**config.mk**
```make
export PLATFORM = sky130hd
export DESIGN_NAME = bloom_gradient_mesh_forwarder
export DESIGN_NICKNAME = d
export VERILOG_FILES = /design/src/design/bgmf_pkg.sv /design/src/design/bloom_gradient_mesh_forwarder.sv /design/src/design/bgmf_cell.sv
export VERILOG_INCLUDE_DIRS = /design/src /design/src/design
export SDC_FILE = /design/constraint.sdc
export NUM_CORES = 2
export LEC_CHECK = 0
export BUFFER_PORTS_ARGS = -buffer_cell sky130_fd_sc_hd__buf_2
export CORE_MARGIN = 2
export CORE_UTILIZATION = 40
export DETAILED_ROUTE_END_ITERATION = 8
export RECOVER_POWER = 100
export SLEW_MARGIN = 20
export SYNTH_ARGS = -nofsm -noshare
export SYNTH_HDL_FRONTEND = slang
export SYNTH_SLANG_ARGS = --single-unit
```
**constraint.sdc**
```tcl
create_clock -name clk -period 215.3 [get_ports clk]
set_input_delay 32.295 -clock clk [delete_from_list [all_inputs] [get_ports clk]]
set_output_delay 32.295 -clock clk [all_outputs]
set_load 0.005 [all_outputs]
```
**src/design/bloom_gradient_mesh_forwarder_assert.svh**
```systemverilog
// assertion macros for the bloom gradient mesh forwarder
// used by files that check their own control logic; needs clk and rst in scope
`ifndef BLOOM_GRADIENT_MESH_FORWARDER_ASSERT_SVH
`define BLOOM_GRADIENT_MESH_FORWARDER_ASSERT_SVH

// same-cycle implication
`define BGMF_CHECK(lbl, ante, cons) \
  lbl: assert property (@(posedge clk) disable iff (rst) (ante) |-> (cons)) \
    else $error("bgmf check failed");

// next-cycle implication
`define BGMF_CHECK_NEXT(lbl, ante, cons) \
  lbl: assert property (@(posedge clk) disable iff (rst) (ante) |=> (cons)) \
    else $error("bgmf check failed");

`endif

```
**src/design/bgmf_pkg.sv**
```systemverilog
// shared types, constants and hash function of the bloom gradient mesh forwarder
// no dependencies
package bgmf_pkg;

  localparam int NEIGHBORS = 16;
  localparam int SLOT_W    = (NEIGHBORS > 1) ? $clog2(NEIGHBORS) : 1;

  // operation codes
  localparam logic [1:0] OP_ANNOUNCE = 2'd0;
  localparam logic [1:0] OP_DATA     = 2'd1;
  localparam logic [1:0] OP_TICK     = 2'd2;

  // result status codes
  localparam logic [2:0] ST_STORED  = 3'd0;
  localparam logic [2:0] ST_FORWARD = 3'd1;
  localparam logic [2:0] ST_NO_BEST = 3'd2;
  localparam logic [2:0] ST_OWN     = 3'd3;
  localparam logic [2:0] ST_HOPS    = 3'd4;
  localparam logic [2:0] ST_FULL    = 3'd5;
  localparam logic [2:0] ST_TICK    = 3'd6;

  // configuration register indexes
  localparam logic [1:0] CFG_OWN_ID  = 2'd0;
  localparam logic [1:0] CFG_TIMEOUT = 2'd1;
  localparam logic [1:0] CFG_MAXHOPS = 2'd2;

  localparam logic [31:0] HASH_MUL = 32'd1103515245;
  localparam logic [18:0] LCG_INC  = 19'd12345;

  // one neighbor table entry
  typedef struct packed {
    logic        valid;
    logic [31:0] node;
    logic [63:0] bloom;
    logic [31:0] seen;
  } entry_t;

  // counter index of an id: bits 18..16 of the lcg step
  function automatic logic [2:0] hash_index(input logic [31:0] id);
    logic [18:0] p;
    p = id[18:0] * HASH_MUL[18:0] + LCG_INC;
    return p[18:16];
  endfunction

endpackage

```
**src/design/bloom_gradient_mesh_forwarder.sv**
```systemverilog
// top level of the bloom gradient mesh forwarder: controller and cell chain
// depends on bgmf_pkg, bgmf_cell and bloom_gradient_mesh_forwarder_assert.svh
//
//   channel  | handshake             | payload
//   input    | in_valid / in_ready   | op src_node bloom degrade_index dst_id hops now_ms
//   output   | out_valid / out_ready | status neighbor_slot neighbor_id next_hops
//            |                       | own_bloom_out last
//   config   | cfg_we                | cfg_index cfg_data
//
// the table rotates through the cell chain one entry per cycle; the head is examined
// tick items take one rotation, data items a hash step and one rotation
// announcements take a merge step and two rotations (find slot, then write)
// one item at a time; a full output register stalls the forward rotation
// reset empties the table and own bloom and loads register defaults
`include "bloom_gradient_mesh_forwarder_assert.svh"

module bloom_gradient_mesh_forwarder (
  input  logic        clk,
  input  logic        rst,
  input  logic        in_valid,
  output logic        in_ready,
  input  logic [1:0]  op,
  input  logic [31:0] src_node,
  input  logic [63:0] bloom,
  input  logic [2:0]  degrade_index,
  input  logic [31:0] dst_id,
  input  logic [7:0]  hops,
  input  logic [31:0] now_ms,
  output logic        out_valid,
  input  logic        out_ready,
  output logic [2:0]  status,
  output logic [3:0]  neighbor_slot,
  output logic [31:0] neighbor_id,
  output logic [7:0]  next_hops,
  output logic [63:0] own_bloom_out,
  output logic        last,
  input  logic        cfg_we,
  input  logic [1:0]  cfg_index,
  input  logic [31:0] cfg_data
);

  localparam int N = bgmf_pkg::NEIGHBORS;
  localparam int SW = bgmf_pkg::SLOT_W;
  localparam logic [SW-1:0] LAST_SLOT = SW'(N - 1);

  localparam logic [2:0] S_IDLE  = 3'd0;
  localparam logic [2:0] S_MERGE = 3'd1;
  localparam logic [2:0] S_SCAN  = 3'd2;
  localparam logic [2:0] S_WRITE = 3'd3;
  localparam logic [2:0] S_HASH  = 3'd4;
  localparam logic [2:0] S_FWD   = 3'd5;
  localparam logic [2:0] S_TICK  = 3'd6;
  localparam logic [2:0] S_RESP  = 3'd7;

  // configuration
  logic [31:0] own_id;
  logic [15:0] timeout_ms;
  logic [7:0]  max_hops;
  logic [2:0]  own_h;

  always_ff @(posedge clk) begin
    if (rst) begin
      own_id     <= 32'd0;
      timeout_ms <= 16'd5000;
      max_hops   <= 8'd200;
    end else if (cfg_we) begin
      case (cfg_index)
        bgmf_pkg::CFG_OWN_ID:  own_id     <= cfg_data;
        bgmf_pkg::CFG_TIMEOUT: timeout_ms <= cfg_data[15:0];
        bgmf_pkg::CFG_MAXHOPS: max_hops   <= cfg_data[7:0];
        default: ;
      endcase
    end
  end

  // id bloom position, registered after the multiply
  always_ff @(posedge clk) begin
    own_h <= bgmf_pkg::hash_index(own_id);
  end

  // cell chain: head at cell 0, feed enters the tail
  bgmf_pkg::entry_t cell_q [N];
  bgmf_pkg::entry_t feed;
  bgmf_pkg::entry_t head;
  logic             shift;

  for (genvar i = 0; i < N; i++) begin : g_cell
    bgmf_pkg::entry_t din;
    if (i == N - 1) begin : g_tail
      assign din = feed;
    end else begin : g_mid
      assign din = cell_q[i + 1];
    end
    bgmf_cell u_cell (
      .clk  (clk),
      .rst  (rst),
      .shift(shift),
      .din  (din),
      .dout (cell_q[i])
    );
  end

  assign head = cell_q[0];

  // controller state and item registers
  logic [2:0]    state, state_next;
  logic [SW-1:0] cnt;
  logic [31:0]   sender_r, dst_r, now_r;
  logic [63:0]   bloom_r;
  logic [2:0]    di_r, dst_h;
  logic [7:0]    hop_r;
  logic [63:0]   own_bloom;
  logic          found_v, free_v;
  logic [SW-1:0] found_s, free_s, tgt_r;
  logic          pend_valid;
  logic [2:0]    resp_status;
  logic [3:0]    resp_slot;
  logic [31:0]   resp_id;
  logic [7:0]    resp_hops;

  logic can_load, accept, at_end;
  assign can_load = !out_valid || out_ready;
  assign in_ready = (state == S_IDLE);
  assign accept   = in_valid && in_ready;
  assign at_end   = (cnt == LAST_SLOT);

  // merged own bloom: max of own, degraded announcement and id bloom
  logic [63:0] merged;
  always_comb begin
    logic [7:0] a, d;
    for (int i = 0; i < 8; i++) begin
      a = own_bloom[8*i +: 8];
      d = bloom_r[8*i +: 8];
      if (3'(i) == di_r && d != 8'd0) d = d - 8'd1;
      merged[8*i +: 8] = (3'(i) == own_h) ? 8'hFF : ((a > d) ? a : d);
    end
  end

  // head tests
  logic        match, qual, expired;
  logic [7:0]  head_c, nh;
  assign match   = head.valid && (head.node == sender_r);
  assign head_c  = head.bloom[8*dst_h +: 8];
  assign qual    = head.valid && (dst_h != own_h) && (head_c != 8'd0);
  assign expired = (now_r - head.seen) > {16'd0, timeout_ms};
  assign nh      = (hop_r == 8'hFF) ? 8'hFF : hop_r + 8'd1;

  // slot search including the current head
  logic          tgt_v;
  logic [SW-1:0] tgt;
  always_comb begin
    tgt_v = 1'b1;
    tgt   = found_s;
    if (!found_v) begin
      if (match) begin
        tgt = cnt;
      end else if (free_v) begin
        tgt = free_s;
      end else if (!head.valid) begin
        tgt = cnt;
      end else begin
        tgt_v = 1'b0;
      end
    end
  end

  // forward stage holds when a pending result cannot leave
  logic fwd_stall;
  assign fwd_stall = qual && pend_valid && !can_load;

  // shift, tail feed and next state
  always_comb begin
    state_next = state;
    shift      = 1'b0;
    feed       = head;
    case (state)
      S_IDLE: begin
        if (accept) begin
          case (op)
            bgmf_pkg::OP_ANNOUNCE:
              state_next = (src_node == own_id) ? S_RESP : S_MERGE;
            bgmf_pkg::OP_DATA:
              state_next = (src_node == own_id || hops > max_hops) ? S_RESP : S_HASH;
            bgmf_pkg::OP_TICK: state_next = S_TICK;
            default:           state_next = S_IDLE;
          endcase
        end
      end
      S_MERGE: state_next = S_SCAN;
      S_SCAN: begin
        shift = 1'b1;
        if (at_end) state_next = tgt_v ? S_WRITE : S_RESP;
      end
      S_WRITE: begin
        shift = 1'b1;
        if (cnt == tgt_r) begin
          feed.valid = 1'b1;
          feed.node  = sender_r;
          feed.bloom = bloom_r;
          feed.seen  = now_r;
        end
        if (at_end) state_next = S_RESP;
      end
      S_HASH: state_next = S_FWD;
      S_FWD: begin
        shift = !fwd_stall;
        if (at_end && !fwd_stall) state_next = S_RESP;
      end
      S_TICK: begin
        shift = 1'b1;
        if (head.valid && expired) feed.valid = 1'b0;
        if (at_end) state_next = S_RESP;
      end
      S_RESP: begin
        if (can_load) state_next = S_IDLE;
      end
      default: state_next = S_IDLE;
    endcase
  end

  // control registers
  always_ff @(posedge clk) begin
    if (rst) begin
      state      <= S_IDLE;
      cnt        <= '0;
      own_bloom  <= 64'd0;
      pend_valid <= 1'b0;
      out_valid  <= 1'b0;
      found_v    <= 1'b0;
      free_v     <= 1'b0;
    end else begin
      state <= state_next;
      if (shift) cnt <= at_end ? '0 : cnt + SW'(1);
      if (state == S_MERGE) begin
        own_bloom <= merged;
        found_v   <= 1'b0;
        free_v    <= 1'b0;
      end
      if (state == S_SCAN) begin
        if (!found_v && match) found_v <= 1'b1;
        if (!free_v && !head.valid) free_v <= 1'b1;
      end
      if (state == S_FWD && qual && !fwd_stall) pend_valid <= 1'b1;
      if (state == S_RESP && can_load) pend_valid <= 1'b0;
      if ((state == S_FWD && qual && pend_valid && can_load) ||
          (state == S_RESP && can_load)) begin
        out_valid <= 1'b1;
      end else if (out_ready) begin
        out_valid <= 1'b0;
      end
    end
  end

  // item fields, search results and pending result
  always_ff @(posedge clk) begin
    if (accept) begin
      sender_r <= src_node;
      bloom_r  <= bloom;
      di_r     <= degrade_index;
      dst_r    <= dst_id;
      hop_r    <= hops;
      now_r    <= now_ms;
      resp_slot <= 4'd0;
      resp_id   <= 32'd0;
      resp_hops <= 8'd0;
      if (src_node == own_id) resp_status <= bgmf_pkg::ST_OWN;
      else resp_status <= bgmf_pkg::ST_HOPS;
    end
    if (state == S_SCAN) begin
      if (!found_v && match) found_s <= cnt;
      if (!free_v && !head.valid) free_s <= cnt;
      if (at_end) begin
        tgt_r <= tgt;
        if (!tgt_v) resp_status <= bgmf_pkg::ST_FULL;
      end
    end
    if (state == S_WRITE && at_end) begin
      resp_status <= bgmf_pkg::ST_STORED;
      resp_slot   <= 4'(tgt_r);
      resp_id     <= sender_r;
    end
    if (state == S_HASH) dst_h <= bgmf_pkg::hash_index(dst_r);
    if (state == S_FWD && !fwd_stall) begin
      if (qual) begin
        resp_status <= bgmf_pkg::ST_FORWARD;
        resp_slot   <= 4'(cnt);
        resp_id     <= head.node;
        resp_hops   <= nh;
      end else if (at_end && !pend_valid) begin
        resp_status <= bgmf_pkg::ST_NO_BEST;
      end
    end
    if (state == S_TICK && at_end) resp_status <= bgmf_pkg::ST_TICK;
  end

  // output register
  always_ff @(posedge clk) begin
    if (state == S_FWD && qual && pend_valid && can_load) begin
      status        <= resp_status;
      neighbor_slot <= resp_slot;
      neighbor_id   <= resp_id;
      next_hops     <= resp_hops;
      own_bloom_out <= own_bloom;
      last          <= 1'b0;
    end else if (state == S_RESP && can_load) begin
      status        <= resp_status;
      neighbor_slot <= resp_slot;
      neighbor_id   <= resp_id;
      next_hops     <= resp_hops;
      own_bloom_out <= own_bloom;
      last          <= 1'b1;
    end
  end

  `BGMF_CHECK(a_home_when_idle, state == S_IDLE, cnt == '0)
  `BGMF_CHECK(a_idle_out_last, state == S_IDLE && out_valid, last)
  `BGMF_CHECK(a_pend_scope, pend_valid, state == S_FWD || state == S_RESP)
  `BGMF_CHECK_NEXT(a_resp_leaves, state == S_RESP && can_load, state == S_IDLE)

endmodule

```
**src/design/bgmf_cell.sv**
```systemverilog
// one neighbor table cell of the rotating entry chain
// depends on bgmf_pkg
module bgmf_cell (
  input  logic            clk,
  input  logic            rst,
  input  logic            shift,
  input  bgmf_pkg::entry_t din,
  output bgmf_pkg::entry_t dout
);

  logic        valid;
  logic [31:0] node;
  logic [63:0] bloom;
  logic [31:0] seen;

  // valid bit is control state
  always_ff @(posedge clk) begin
    if (rst) begin
      valid <= 1'b0;
    end else if (shift) begin
      valid <= din.valid;
    end
  end

  // payload moves with the chain
  always_ff @(posedge clk) begin
    if (shift) begin
      node  <= din.node;
      bloom <= din.bloom;
      seen  <= din.seen;
    end
  end

  assign dout = {valid, node, bloom, seen};

endmodule

```
### Yosys cells after proc, flatten, opt, wreduce, memory -nomap -nowiden

Cells that the tools add are included.
Widths: inputs -> output; s select.

* input port bits: 212
* bits in registers: 2530
* logic and storage cells: 330
* output and inout bits: 114

* $add $sub $neg: 13
* order comparisons: 10
* shifts and indexed selects: 1
* mux-type cells: 87
* reductions and logical operators: 71
* multipliers: 2
* equality and inequality tests: 44

Operator list (number)
* $mux 8: 30
* $mux 32: 6
* $mux 129: 1
* $mux 128: 1
* $mux 64: 2
* $gt 8x8->1: 9
* $reduce_bool 8->1: 9
* $eq 32x32->1: 2
* $shiftx 64x7->8: 1
* $sub 8x1->8 const B: 8
* $mux 3: 18
* $mux 4: 11
* $add 19x14->19 const B: 2
* $mul 19x18->19 const B: 2
* $gt 32x16->1: 1
* $sub 32x32->32: 1
* $reduce_and 2->1: 14
* $logic_and 1x1->1: 27
* $eq 3x3->1 const A: 8
* $ne 2x2->1 const B: 11
* $pmux 3 s7: 1
* $mux 1: 13
* $eq 2x3->1 const A: 4
* $eq 3x3->1 const B: 4
* 23 further kinds: 42

### Logic depth before layout (Yosys ltp)

* word-level depth: 11
* depth in mapped cells: 20
* mapped depth without buffers: 20

### Hierarchy

A second synthesis with hierarchy kept.

* cells, all modules: 5059
* area total of the unflattened synthesis: 92587.5 sq um

By module, submodules not included
* bgmf_cell: cells an instance 132, area each 3885.0 sq um, times used 16, seq. area each 3863.7 sq um
* bloom_gradient_mesh_forwarder: cells an instance 2947, area each 30427.9 sq um, times used 1, seq. area each 12171.7 sq um

### Least setup slack after synthesis

OpenSTA, ideal clock, no wires.

* path type: input to register
* from: input out_ready
* to: register cnt[0]
* setup time: 0.187 ns
* slack: 123.443 ns
* path buffers: 1
* data required time: 215.113 ns
* cell stages on the path: 8
* arrival time: 91.671 ns
* cells stage by stage: nor2b_1 nand2_1 or3_1 a211oi_1 o41ai_2 clkbuf_1 mux2i_1 nor2_1

* cells in the longest elaborated chain, start to end: 5

Ends and longest elaborated chain
* from (decl): line bloom_gradient_mesh_forwarder.sv:30 `input logic out_ready,`
* $logic_or 1x1->1: line bloom_gradient_mesh_forwarder.sv:122 `assign can_load = !out_valid || out_ready;`
* $logic_not 1->1: line bloom_gradient_mesh_forwarder.sv:169 `assign fwd_stall = qual && pend_valid && !can_load;`
* $logic_and 1x1->1: line bloom_gradient_mesh_forwarder.sv:169
* $logic_not 1->1: line bloom_gradient_mesh_forwarder.sv:206 `shift = !fwd_stall;`
* $pmux 1 s2: line bloom_gradient_mesh_forwarder.sv:176 `case (state)`
* via g_cell[0].u_cell.shift: line bgmf_cell.sv:6 `input logic shift,`
* to (signal assigned): line bloom_gradient_mesh_forwarder.sv:233 `if (shift) cnt <= at_end ? '0 : cnt + SW'(1);`
* to (decl): line bloom_gradient_mesh_forwarder.sv:107 `logic [SW-1:0] cnt;`

The timed path passes the listed nets, and every way through them passes these cells.
A chain may end at the register's enable or synchronous reset.

### Final worst setup path

* from: input out_ready
* to: register g_cell[14].u_cell.node[15] (enable)

* cells in the longest elaborated chain, start to end: 5

Ends and longest elaborated chain
* $logic_or 1x1->1: line bloom_gradient_mesh_forwarder.sv:122
* $logic_not 1->1: line bloom_gradient_mesh_forwarder.sv:169
* $logic_and 1x1->1: line bloom_gradient_mesh_forwarder.sv:169
* $logic_not 1->1: line bloom_gradient_mesh_forwarder.sv:206
* $pmux 1 s2: line bloom_gradient_mesh_forwarder.sv:176
* to (signal assigned): line bgmf_cell.sv:28 `node <= din.node;`
* to (decl): line bgmf_cell.sv:12 `logic [31:0] node;`

No other way between the ends.

==> results by group <==
Logic synthesis
  • Post-Syn Area: between 90000 and 100000 µm²
  • Unique masters post-synth: 76
  • Number of cells produced by synthesis: 5111
  • Syn Area/Cell: around 18 µm²
  • Synth top area share: about 76%
  • Net Count, Synth: between 5000 and 6000
  • Synth area leaders: edfxtp_1 76%, ha_1 4.4%, dfxtp_1 4.3%, fa_1 2.8%, inv_1 1.7%
  • EDFF count, synth: about 2300
  • Yosys warning count: 0
  • Ys flop type: edfxtp_1
  • Sequential share of the synthesized area: about four fifths
  • #FFs+latches synth: roughly 2500
  • FFs w/ async S/R, synth: 0%
  • Yosys top cell by area: edfxtp_1

Drt
  • Detail Route Antenna Nets: 0
  • Vias after detailed routing: 43500
  • Drt first pass iters: 5
  • Via/cell ratio: just under 5
  • Routed WL: ~180 mm
  • # DRC: 0
  • Routed WL per cell: 20.1 µm
  • Iteration-0 DRC Markers: around 3600

Critical path
  • Worst setup SP type: input pin
  • Reg-to-Reg End: g_cell[14].u_cell.node[15]$_DFFE_PP_
  • Crit Path Max Fanout: 204
  • R2r startpoint: g_cell[0].u_cell.bloom[49]$_DFFE_PP_
  • Data required time at the worst endpoint: 215490 ps
  • Flop2flop setup slack: approximately 190000 ps
  • Worst setup startpoint: out_ready
  • R2R depth: 11
  • Setup CP Type: in -> reg
  • Worst setup endpoint: g_cell[14].u_cell.node[15]$_DFFE_PP_
  • Worst Setup End Kind: register
  • Critical Path AT: between 50000 and 60000 ps

Floorplanning
  • Initial Utilization: around two fifths
  • Die ar.: between 200000 and 250000 µm²
  • Die Y: 485 µm
  • CORE AREA: between 200000 and 250000 µm²
  • Total I/O pin count: ~330
  • Chip Width: between 400 and 500 µm
  • FP Rows: between 150 and 200

Clocking
  • Num CTS Buffers: 280
  • H-tree lvl count: 5
  • Clock tree buffer depth: 4
  • Clock-pin slew on the worst setup and hold paths: 60 ps
  • Clock sinks: 2530
  • Hold Buf Count CTS: 0
  • Number of setup buffers added after CTS: 0
  • Skew-Pair Late Insertion Delay: 910 ps
  • Post-cts sizing count: 0
  • TritonCTS clock tree: built
  • Root Driver: clkbuf_16

Power
  • VDD IR max: between 30 and 40 µV
  • Pwr dens: about 16 nW/µm²
  • Leak Pwr: around 37 nW

Worst hold path
  • Min-Delay Path Class: reg -> reg

Global routing
  • GRT Total Usage: 15.0%
  • Largest net degree at the start of global routing: 205
  • Initial antenna violation count: 38
  • Grt ovf: 0
  • Vias in the first global route: approximately 43000
  • First-pass GRT wire length: approximately 270 mm

Placed design
  • HPWL after DPL: about 120 mm
  • Buffers on Ports: between 300 and 400
  • Placer Congestion: ~0.84
  • Placed Instances: approximately 8400

STA
  • Finish-stage setup viols: 0
  • Unrepaired setup endpoints after global routing: no
  • Headroom to the max-slew limit: -582%
  • Setup TNS: 0 ps
  • Fmax: ~19 MHz
  • Worst Tran Pin Value: 10240 ps
  • Final Hold Vio Count: 0
  • Max Slew Vio Count: roughly 2800
  • Post-Route Skew: 66.8 ps
  • Crit share post-route: 23.9%
  • Crit path time final: between 50000 and 60000 ps

Outcome
  • Outcome: complete, but fails checks
  • Failing checks: capacitance limit, slew limit

Cells and area
  • Most frequent cells in the layout: 2332 x edfxtp_1, 417 x inv_1, 327 x ha_1
  • Filler Cells Inserted: 19600
  • Final core utilization: ~46%
  • Area delta synth->final: 14.9%
  • Final #Nets: 6321
  • Share of cells above drive strength 1: ~12%
  • Final Instance Count excl. Fillers: 8892
  • Most common cell after layout, fill and taps aside: edfxtp_1
  • Storage cell area: between 70000 and 80000 µm²
  • Multi-input gate area: ~17000 µm²

Run
  • Max cap viols: 33
[worst min-delay path by stage]
stage,from,to,slack [ps],cells after the start
floorplan,g_cell[1].u_cell.bloom[0]$_DFFE_PP_,g_cell[0].u_cell.bloom[0]$_DFFE_PP_,400,0
global placement,g_cell[9].u_cell.bloom[39]$_DFFE_PP_,g_cell[8].u_cell.bloom[39]$_DFFE_PP_,400,0
detailed placement,g_cell[1].u_cell.bloom[57]$_DFFE_PP_,g_cell[0].u_cell.bloom[57]$_DFFE_PP_,400,0
CTS,g_cell[11].u_cell.bloom[16]$_DFFE_PP_,g_cell[10].u_cell.bloom[16]$_DFFE_PP_,360,0
global route,g_cell[11].u_cell.bloom[16]$_DFFE_PP_,g_cell[10].u_cell.bloom[16]$_DFFE_PP_,370,0
finish,g_cell[11].u_cell.bloom[16]$_DFFE_PP_,g_cell[10].u_cell.bloom[16]$_DFFE_PP_,360,0
[worst max-delay path, cell delays in order]
cell and delay, ps:
buf_2 70, nor2b_1 30, clkbuf_1 250, nand3_1 160, a2111oi_0 70, buf_4 190
o41ai_1 470, clkbuf_1 2590, clkbuf_1 2920, clkbuf_1 2830, clkbuf_1 2180, clkbuf_1 7250
[metal layers]
metal	track usage (%)	up-vias	wire, µm
li1	-	20100	-
met1	21.8	21900	83500
met2	22.3	1055	79200
met3	2.52	401	9060
met4	6.13	2	7240
met5	0	-	13
[cells by family (layout without fill, tap and decap cells)]
| logic type | after synthesis | after routing | share of synthesized area, % |
|---|---|---|---|
| AND/OR/NAND/NOR | 739 | 739 | 3.73 |
| other | 0 | 12 | 0 |
| AO/OA/AOI/OAI | 529 | 529 | 3.61 |
| flip-flops | 2530 | 2530 | 79.8 |
| XOR/XNOR | 204 | 204 | 1.93 |
| adder cells (fa/ha/maj) | 456 | 456 | 7.20 |
| buffers and inverters | 518 | 1261 | 2.13 |
| multiplexers | 135 | 135 | 1.60 |
[power breakdown]
group          leakage, nW  switching [mW]  internal, mW
Clock                 4.29           0.184         0.274
Sequential            23.2          0.0535         0.785
Combinational         9.95           0.280         0.137
Total                 37.4           0.517          1.20
[cells in the mapped netlist, drive strengths merged (3+ instances only)]
cell and number:
dfxtp 198, a21oi 198, a311oi 16, o21bai 8
mux2i 26, nand3 76, nand2b 21, xnor2 107
nor4 47, mux2 109, o211ai 14, and3 14
a21o 68, a2111oi 3, and2 9, ha 327
nor3 44, nor2 143, or3 15, o21ai 73
or3b 4, edfxtp 2332, nand2 291, a211oi 15
inv 418, a31oi 43, a31o 13, clkbuf 90
o21a 30, a221oi 3, o31ai 7, nand3b 9
buf 10, nor4b 3, xor2 97, nor2b 14
nand4 25, o22ai 7, o311a 5, a21boi 4
nor3b 7, or2 7, fa 129
[metrics by stage]
step           area, µm²  total power, mW  setup slack, ps  hold slack [ps]
6_report          107000             1.71           163760              364
5_1_grt           107000             1.82           161480              368
4_1_cts           107000             1.72           178290              357
3_5_place_dp       98200             1.25           177300              405
3_3_place_gp       98200             1.23           177470              400
2_1_floorplan      92700             1.51           123440              400
[sequential cells by signal, summed over array words and instances, names as in the netlist, 32 cells and up]
signal / cells
g_cell.u_cell.seen: 512
now_r: 32
own_bloom_out: 64
own_bloom: 64
bloom_r: 64
own_id: 32
neighbor_id: 32
g_cell.u_cell.bloom: 1024
g_cell.u_cell.node: 512
sender_r: 32
resp_id: 32
[final cells by class]
class                   count  share of cell area [%]
multi-input cells        2063                    15.7
well taps                3026                    3.55
diodes                     12                  0.0282
clock buffers             354                    7.11
flip-flops and latches   2530                    69.4
inverters                 418                    1.47
repair buffers            360                    1.54
clock inverters           129                    1.14
No activity file was read; power rests on OpenSTA's default activity.
